===== config.mk =====
export PLATFORM = sky130hd
export DESIGN_NAME = utf8_to_utf16_stream_decoder
export DESIGN_NICKNAME = d
export VERILOG_FILES = /design/src/u8u16_pkg.sv /design/src/u8u16_core.sv /design/src/utf8_to_utf16_stream_decoder.sv
export SDC_FILE = /design/constraint.sdc
export NUM_CORES = 1
export LEC_CHECK = 0
export BUFFER_PORTS_ARGS = -buffer_cell sky130_fd_sc_hd__buf_2
export CORE_ASPECT_RATIO = 1.4
export CORE_UTILIZATION = 50
export CTS_CLUSTER_DIAMETER = 50
export DETAILED_ROUTE_END_ITERATION = 7
export HOLD_SLACK_MARGIN = 0.06
export MAX_ROUTING_LAYER = met4
export PLACE_DENSITY = 0.71
export SLEW_MARGIN = 30
export SYNTH_ARGS = -nofsm -noshare
export SYNTH_HDL_FRONTEND = slang
export SYNTH_SLANG_ARGS = --single-unit
export TNS_END_PERCENT = 30

===== constraint.sdc =====
create_clock -name clk_i -period 2.7 [get_ports clk_i]
set_input_delay 0.405 -clock clk_i [delete_from_list [all_inputs] [get_ports clk_i]]
set_output_delay 0.405 -clock clk_i [all_outputs]
set_load 0.01 [all_outputs]

===== src/u8u16_pkg.sv =====
package u8u16_pkg;

  localparam int unsigned ByteW   = 8;
  localparam int unsigned UnitW   = 16;
  localparam int unsigned RunW    = 3;
  localparam logic [RunW-1:0] RunOver = 3'd7;

  // Depth of the result queue and the room needed to take one more byte.
  localparam int unsigned QDepth  = 4;
  localparam int unsigned QPtrW   = $clog2(QDepth);
  localparam int unsigned QCntW   = $clog2(QDepth + 1);
  localparam int unsigned MaxRes  = 2;

  typedef struct packed {
    logic [UnitW-1:0] code_unit;
    logic             has_unit;
    logic             is_last;
  } res_t;

  typedef struct packed {
    logic [1:0] cnt;
    res_t       r0;
    res_t       r1;
  } res_pair_t;

  // Value of the pending character: lead byte masked by the actual run length,
  // placed above the continuation payloads, truncated to 16 bits.
  function automatic logic [UnitW-1:0] char_value(
    input logic [ByteW-1:0] lead,
    input logic [RunW-1:0]  run,
    input logic [UnitW-1:0] acc
  );
    logic [UnitW-1:0] v;
    begin
      case (run)
        3'd1:    v = {8'h00, lead};
        3'd2:    v = {5'b0, lead[4:0], 6'b0} | acc;
        3'd3:    v = {lead[3:0], 12'b0} | acc;
        3'd4,
        3'd5,
        3'd6:    v = acc;
        3'd7:    v = 16'hFFFF;
        default: v = '0;
      endcase
      char_value = v;
    end
  endfunction

endpackage


===== src/u8u16_core.sv =====
module u8u16_core
  import u8u16_pkg::*;
(
  input  logic             clk_i,
  input  logic             rst_ni,
  input  logic             accept_i,
  input  logic [ByteW-1:0] in_byte_i,
  input  logic             stream_end_i,
  output res_pair_t        res_o
);

  logic             pend_q, pend_d;
  logic [ByteW-1:0] lead_q, lead_d;
  logic [RunW-1:0]  run_q, run_d;
  logic [UnitW-1:0] acc_q, acc_d;

  logic             is_ascii, is_lead;
  logic             fl_old, fl_new, emit_empty;
  logic [UnitW-1:0] cv_old, cv_new;
  res_t             r_old, r_ascii, r_new, r_empty;

  always_comb begin
    is_ascii = ~in_byte_i[7];
    is_lead  = (in_byte_i[7:6] == 2'b11);

    // State after this byte, before the end-of-stream flush.
    pend_d = pend_q;
    lead_d = lead_q;
    run_d  = run_q;
    acc_d  = acc_q;
    if (is_ascii) begin
      pend_d = 1'b0;
      lead_d = '0;
      run_d  = '0;
      acc_d  = '0;
    end else if (is_lead) begin
      pend_d = 1'b1;
      lead_d = in_byte_i;
      run_d  = 3'd1;
      acc_d  = '0;
    end else if (pend_q) begin
      acc_d = {acc_q[UnitW-7:0], in_byte_i[5:0]};
      if (run_q != RunOver) begin
        run_d = run_q + 3'd1;
      end
    end

    cv_old     = char_value(lead_q, run_q, acc_q);
    cv_new     = char_value(lead_d, run_d, acc_d);
    fl_old     = pend_q & (is_ascii | is_lead);
    fl_new     = stream_end_i & pend_d;
    emit_empty = stream_end_i & ~fl_old & ~is_ascii & ~fl_new;

    r_old   = '{code_unit: cv_old, has_unit: 1'b1, is_last: 1'b0};
    r_ascii = '{code_unit: {8'h00, in_byte_i}, has_unit: 1'b1, is_last: stream_end_i};
    r_new   = '{code_unit: cv_new, has_unit: 1'b1, is_last: 1'b1};
    r_empty = '{code_unit: '0, has_unit: 1'b0, is_last: 1'b1};

    // Order the results: pending flush, ascii pass, final flush, empty marker.
    res_o = '{cnt: 2'd0, r0: r_empty, r1: r_empty};
    if (fl_old) begin
      res_o.cnt = 2'd1;
      res_o.r0  = r_old;
      if (is_ascii) begin
        res_o.cnt = 2'd2;
        res_o.r1  = r_ascii;
      end else if (fl_new) begin
        res_o.cnt = 2'd2;
        res_o.r1  = r_new;
      end else if (stream_end_i) begin
        res_o.r0.is_last = 1'b1;
      end
    end else if (is_ascii) begin
      res_o.cnt = 2'd1;
      res_o.r0  = r_ascii;
    end else if (fl_new) begin
      res_o.cnt = 2'd1;
      res_o.r0  = r_new;
    end else if (emit_empty) begin
      res_o.cnt = 2'd1;
      res_o.r0  = r_empty;
    end
  end

  always_ff @(posedge clk_i or negedge rst_ni) begin
    if (!rst_ni) begin
      pend_q <= 1'b0;
      lead_q <= '0;
      run_q  <= '0;
      acc_q  <= '0;
    end else if (accept_i) begin
      if (stream_end_i) begin
        pend_q <= 1'b0;
        lead_q <= '0;
        run_q  <= '0;
        acc_q  <= '0;
      end else begin
        pend_q <= pend_d;
        lead_q <= lead_d;
        run_q  <= run_d;
        acc_q  <= acc_d;
      end
    end
  end

endmodule


===== src/utf8_to_utf16_stream_decoder.sv =====
// UTF-8 to UTF-16 stream decoder. Takes one UTF-8 byte per item on the slave
// side (tlast marks the final byte of a stream) and gives 16-bit code units on
// the master side. ASCII bytes pass through; a lead byte starts a character
// that continuation bytes extend, and the character is emitted when the next
// ASCII or lead byte arrives or the stream ends. Runs over six bytes give
// 0xFFFF, values are truncated to 16 bits, stray continuation bytes are
// dropped, and a final byte that yields no unit gives an empty item with
// tuser low and tlast high. Each accepted byte is decoded combinationally into
// at most two result items, which go into a four-entry result queue; a byte is
// taken in every cycle while the queue has room for two results, so the input
// runs at one byte per cycle while there is room and the output at one item per
// cycle while the master is ready; results are registered into the queue.
module utf8_to_utf16_stream_decoder
  import u8u16_pkg::*;
(
  input  logic             clk_i,
  input  logic             rst_ni,
  // slave side
  input  logic             s_axis_tvalid_i,
  output logic             s_axis_tready_o,
  input  logic [7:0]       s_axis_tdata_i,   // [7:0] in_byte
  input  logic             s_axis_tlast_i,   // stream_end
  // master side
  output logic             m_axis_tvalid_o,
  input  logic             m_axis_tready_i,
  output logic [15:0]      m_axis_tdata_o,   // [15:0] code_unit
  output logic             m_axis_tuser_o,   // [0] has_unit
  output logic             m_axis_tlast_o    // is_last
);

  logic             accept, pop;
  res_pair_t        res;

  res_t             q_mem [QDepth];
  logic [QPtrW-1:0] wr_ptr_q, rd_ptr_q;
  logic [QCntW-1:0] cnt_q;
  logic [QPtrW-1:0] wr_ptr_p1;
  logic [QCntW-1:0] push_n;

  // Take a byte only when the queue can hold the worst case of two results.
  assign s_axis_tready_o = (cnt_q <= QCntW'(QDepth - MaxRes));
  assign accept          = s_axis_tvalid_i & s_axis_tready_o;

  u8u16_core u_core (
    .clk_i        (clk_i),
    .rst_ni       (rst_ni),
    .accept_i     (accept),
    .in_byte_i    (s_axis_tdata_i),
    .stream_end_i (s_axis_tlast_i),
    .res_o        (res)
  );

  assign m_axis_tvalid_o = (cnt_q != '0);
  assign pop             = m_axis_tvalid_o & m_axis_tready_i;
  assign m_axis_tdata_o  = q_mem[rd_ptr_q].code_unit;
  assign m_axis_tuser_o  = q_mem[rd_ptr_q].has_unit;
  assign m_axis_tlast_o  = q_mem[rd_ptr_q].is_last;

  assign wr_ptr_p1 = wr_ptr_q + QPtrW'(1);
  assign push_n    = accept ? QCntW'(res.cnt) : '0;

  // Queue storage: write the first result at the tail and the second after it.
  always_ff @(posedge clk_i) begin
    if (accept && res.cnt != 2'd0) begin
      q_mem[wr_ptr_q] <= res.r0;
    end
    if (accept && res.cnt == 2'd2) begin
      q_mem[wr_ptr_p1] <= res.r1;
    end
  end

  // Advance pointers and the fill count.
  always_ff @(posedge clk_i or negedge rst_ni) begin
    if (!rst_ni) begin
      wr_ptr_q <= '0;
      rd_ptr_q <= '0;
      cnt_q    <= '0;
    end else begin
      wr_ptr_q <= wr_ptr_q + QPtrW'(push_n);
      if (pop) begin
        rd_ptr_q <= rd_ptr_q + QPtrW'(1);
      end
      cnt_q <= cnt_q + push_n - QCntW'(pop);
    end
  end

endmodule

==> results.txt <==
CP Data Required Time -> 2.79 ns
Total clock sinks -> 107
Main synth FF type -> edfxtp_1
Worst-Margin Slew -> 0.6778 ns
R2R Setup Slk -> 0.07 ns
Grt ovf -> 0
Power, Total -> 0.006312 W
Vias in the first global route -> 5115
Hold Worst Slack -> 0.4085 ns
Grt met3 use -> 0.03520
Full die area -> 13040 µm²
Mapped Nets -> 565
Crit Path Class -> flip-flop to flip-flop
Number of synthesized flops with an enable pin -> 72
Status -> finished, final reports clean
Minimum clock period after layout -> 2.629 ns
CTS buffer count -> 9
Post-DP HPWL -> 12530 µm
RD Place Congestion -> 1.000
Share of synthesized registers carrying an async set or reset -> 0.3271
RSZ-0062 raised after global routing -> yes
R2R Path Start -> u_core.run_q[0]
Chip Width -> 96.78 µm
Avg WL per Cell -> 23.03 µm
Met1 usage -> 0.3289
Layout area overhead -> 13.59%
Pre-CTS setup slack -> -0.04593 ns
Area share of fa/ha/maj cells after synthesis -> 0.02427
DRT iter0 DRCs -> 287
Final instance area -> 7143 µm²
Maxcap violations -> 0
Min-Delay Endpoint -> u_core.acc_q[5]
Total number of vias -> 4892
Yosys reg bits -> 107
Core area -> 12310 µm²
Root Driver -> clkbuf_16
Synth Area in Simple Gates -> 0.1253
Initial Utilization -> 0.5108
Final setup fails -> 0
Hold_sp -> s_axis_tdata_i[5]
FF-to-FF path depth -> 6
Syn. warnings -> 0
Avg Cell Area, Syn -> 11.58 µm²
Complex-gate fraction of the synthesized area -> 0.2097
Commonest non-fill, non-tap cell in the layout -> edfxtp_1
Placed Area -> 6819 µm²
Type of origin of the critical path -> flip-flop
Xor/xnor share of the synthesized area -> 0.009749
Residual DRC -> 0
Sequential area share after synthesis -> 0.4831
DR vias/cell -> 6.549
CTS H-tree lvls -> 3
Antenna cells -> 0
Slew Viols, Final -> 0
GR met2 Demand/Resource -> 0.4785
HP Class -> primary input to flip-flop
CP endpoint kind -> flip-flop
Crit path DAT -> 2.72 ns
Busiest layer in global routing -> met2
Final Skew -> 0.01007 ns
Max clock buf depth -> 2
Relative slew slack -> 0.5464
CTS tree -> yes
Most frequent cells in the layout -> edfxtp_1 (72), buf_4 (47), nand2_1 (41)
Yosys cell types -> 74
Final WS setup -> 0.07058 ns
Mapped Area -> 6289 µm²
Antenna Nets Post-Route -> 0
Drt total wl -> 17210 µm
IO buf count -> 32
All-Layer GR Usage -> 0.2816
WHS Path Cells -> 2
Power per cell area -> 883.7 nW/µm²
IO Pins -> 33
First-pass GRT wire length -> 27460 µm
Share of cells above drive strength 1 -> 0.2630
Worst Path Max Fanout -> 9
First-pass detailed-route iteration total -> 5
Largest net degree at the start of global routing -> 36
Largest family of logic cells by synthesized area -> compound AO/OA/AOI/OAI gates
Initial antenna violation count -> 0
Maximum clock rate -> 0.3803 GHz
Final period util -> 0.9739
Clock-pin slew on the worst setup and hold paths -> 0.08 ns
Mux cell area share after synthesis -> 0.1070
Num rows -> 48
VDD IR-drop max -> 0.0004314 V
Post-Syn Instances -> 543
Static leakage -> 2.652 nW
Final Hold Fails -> 0
Skew-Pair Late Insertion Delay -> 0.36 ns
Die height -> 134.7 µm
R2R Path End -> q_mem[2][15]
Nets -> 614
## cells in the mapped netlist (5+ instances only)
| cell type | number | area share |
|---|---|---|
| and2_1 | 16 | 0.016 |
| inv_1 | 10 | 0.0060 |
| nand3_1 | 14 | 0.011 |
| a221o_1 | 8 | 0.013 |
| a32oi_2 | 5 | 0.013 |
| a2bb2oi_1 | 7 | 0.0097 |
| buf_2 | 17 | 0.014 |
| o211ai_1 | 6 | 0.0072 |
| o21a_1 | 5 | 0.0060 |
| a21o_1 | 5 | 0.0060 |
| nand2_1 | 41 | 0.024 |
| mux2_2 | 10 | 0.018 |
| dfrtp_1 | 35 | 0.14 |
| a221oi_1 | 6 | 0.0084 |
| xnor2_1 | 5 | 0.0070 |
| mux4_2 | 18 | 0.064 |
| nor3_1 | 6 | 0.0048 |
| nor2b_1 | 8 | 0.0080 |
| nor2_1 | 35 | 0.021 |
| o32ai_1 | 6 | 0.0084 |
| o221ai_1 | 9 | 0.013 |
| clkbuf_1 | 18 | 0.011 |
| a21oi_1 | 20 | 0.016 |
| a22o_1 | 11 | 0.015 |
| edfxtp_1 | 72 | 0.34 |
| o22ai_1 | 24 | 0.024 |
| o21ai_0 | 15 | 0.012 |
| nand2b_1 | 5 | 0.0050 |
| mux2i_1 | 14 | 0.022 |
| o31ai_1 | 14 | 0.017 |
| ha_1 | 8 | 0.016 |
## cell families (layout without fill, tap and decap cells)
kind of cell,after synthesis,after routing
xor+xnor,7,7
mux,43,43
compound gates,170,170
flops,107,107
fa+ha+maj,12,12
buf+inv,54,108
simple gates,150,150
## per-layer routing
| layer | vias to the layer above | wire [µm] |
|---|---|---|
| met5 | - | 0 |
| li1 | 2243 | - |
| met1 | 2380 | 6883 |
| met4 | 0 | 699 |
| met2 | 207 | 8852 |
| met3 | 62 | 770 |
## critical path, stage by stage, from the launching register on
cell and delay, ns:
dfrtp_2 0.41, inv_1 0.10, ha_1 0.29, a2111oi_1 0.54, nand2b_2 0.36, a2bb2oi_1 0.55, nor2_1 0.10
## final cells by class
cell class,instances,area [µm²]
fill,1017,5169
clock buffer,9,225.2
sequential,107,3040
clock inverter,7,65.06
tap,150,187.7
inverter,11,43.79
timing repair buffer,81,558.0
multi-input combinational,382,3023
## sequential cells by signal, indices dropped and copies added, names as in the netlist
| name | count |
|---|---|
| q_mem | 72 |
| u_core.acc_q | 16 |
| u_core.lead_q | 8 |
| cnt_q | 3 |
| u_core.run_q | 3 |
| rd_ptr_q | 2 |
| wr_ptr_q | 2 |
| u_core.pend_q | 1 |
## metrics by stage
step,util,instances,setup TNS (ns)
final,0.5802,747,0
after global routing,0.5802,747,-0.7906
after CTS,0.5776,746,0
after detailed placement,0.5539,730,-0.2942
after global placement,0.5539,730,0
after floorplan,-,543,-12.13
## report_power, final
| part | internal [W] | switching (W) | total, W |
|---|---|---|---|
| clock | 0.000643 | 0.000658 | 0.00130 |
| combinational | 0.00117 | 0.00155 | 0.00271 |
| sequential | 0.00207 | 0.000224 | 0.00230 |
| total | 0.00388 | 0.00243 | 0.00631 |
## worst max path at each step
| stage | start | slack [ns] | to | cells past startpoint |
|---|---|---|---|---|
| 2_1_floorplan | cnt_q[1] | -0.34 | q_mem[0][0] | 5 |
| 3_3_place_gp | u_core.run_q[0] | 0.02 | q_mem[0][15] | 6 |
| 3_5_place_dp | u_core.run_q[0] | -0.05 | q_mem[2][15] | 6 |
| 4_1_cts | u_core.run_q[0] | 0.02 | q_mem[2][15] | 6 |
| 5_1_grt | u_core.run_q[0] | -0.08 | q_mem[0][15] | 6 |
| 6_report | u_core.run_q[0] | 0.07 | q_mem[2][15] | 6 |
## what timing repair did
action	CTS	global route
gates cloned	0	0
endpoints found under the setup margin	16	50
pin swaps	0	0
hold buffers	0	1
resized for setup	1	6
setup buffers	0	0
hold endpoints to repair	0	15
No activity file was read; power rests on OpenSTA's default activity.
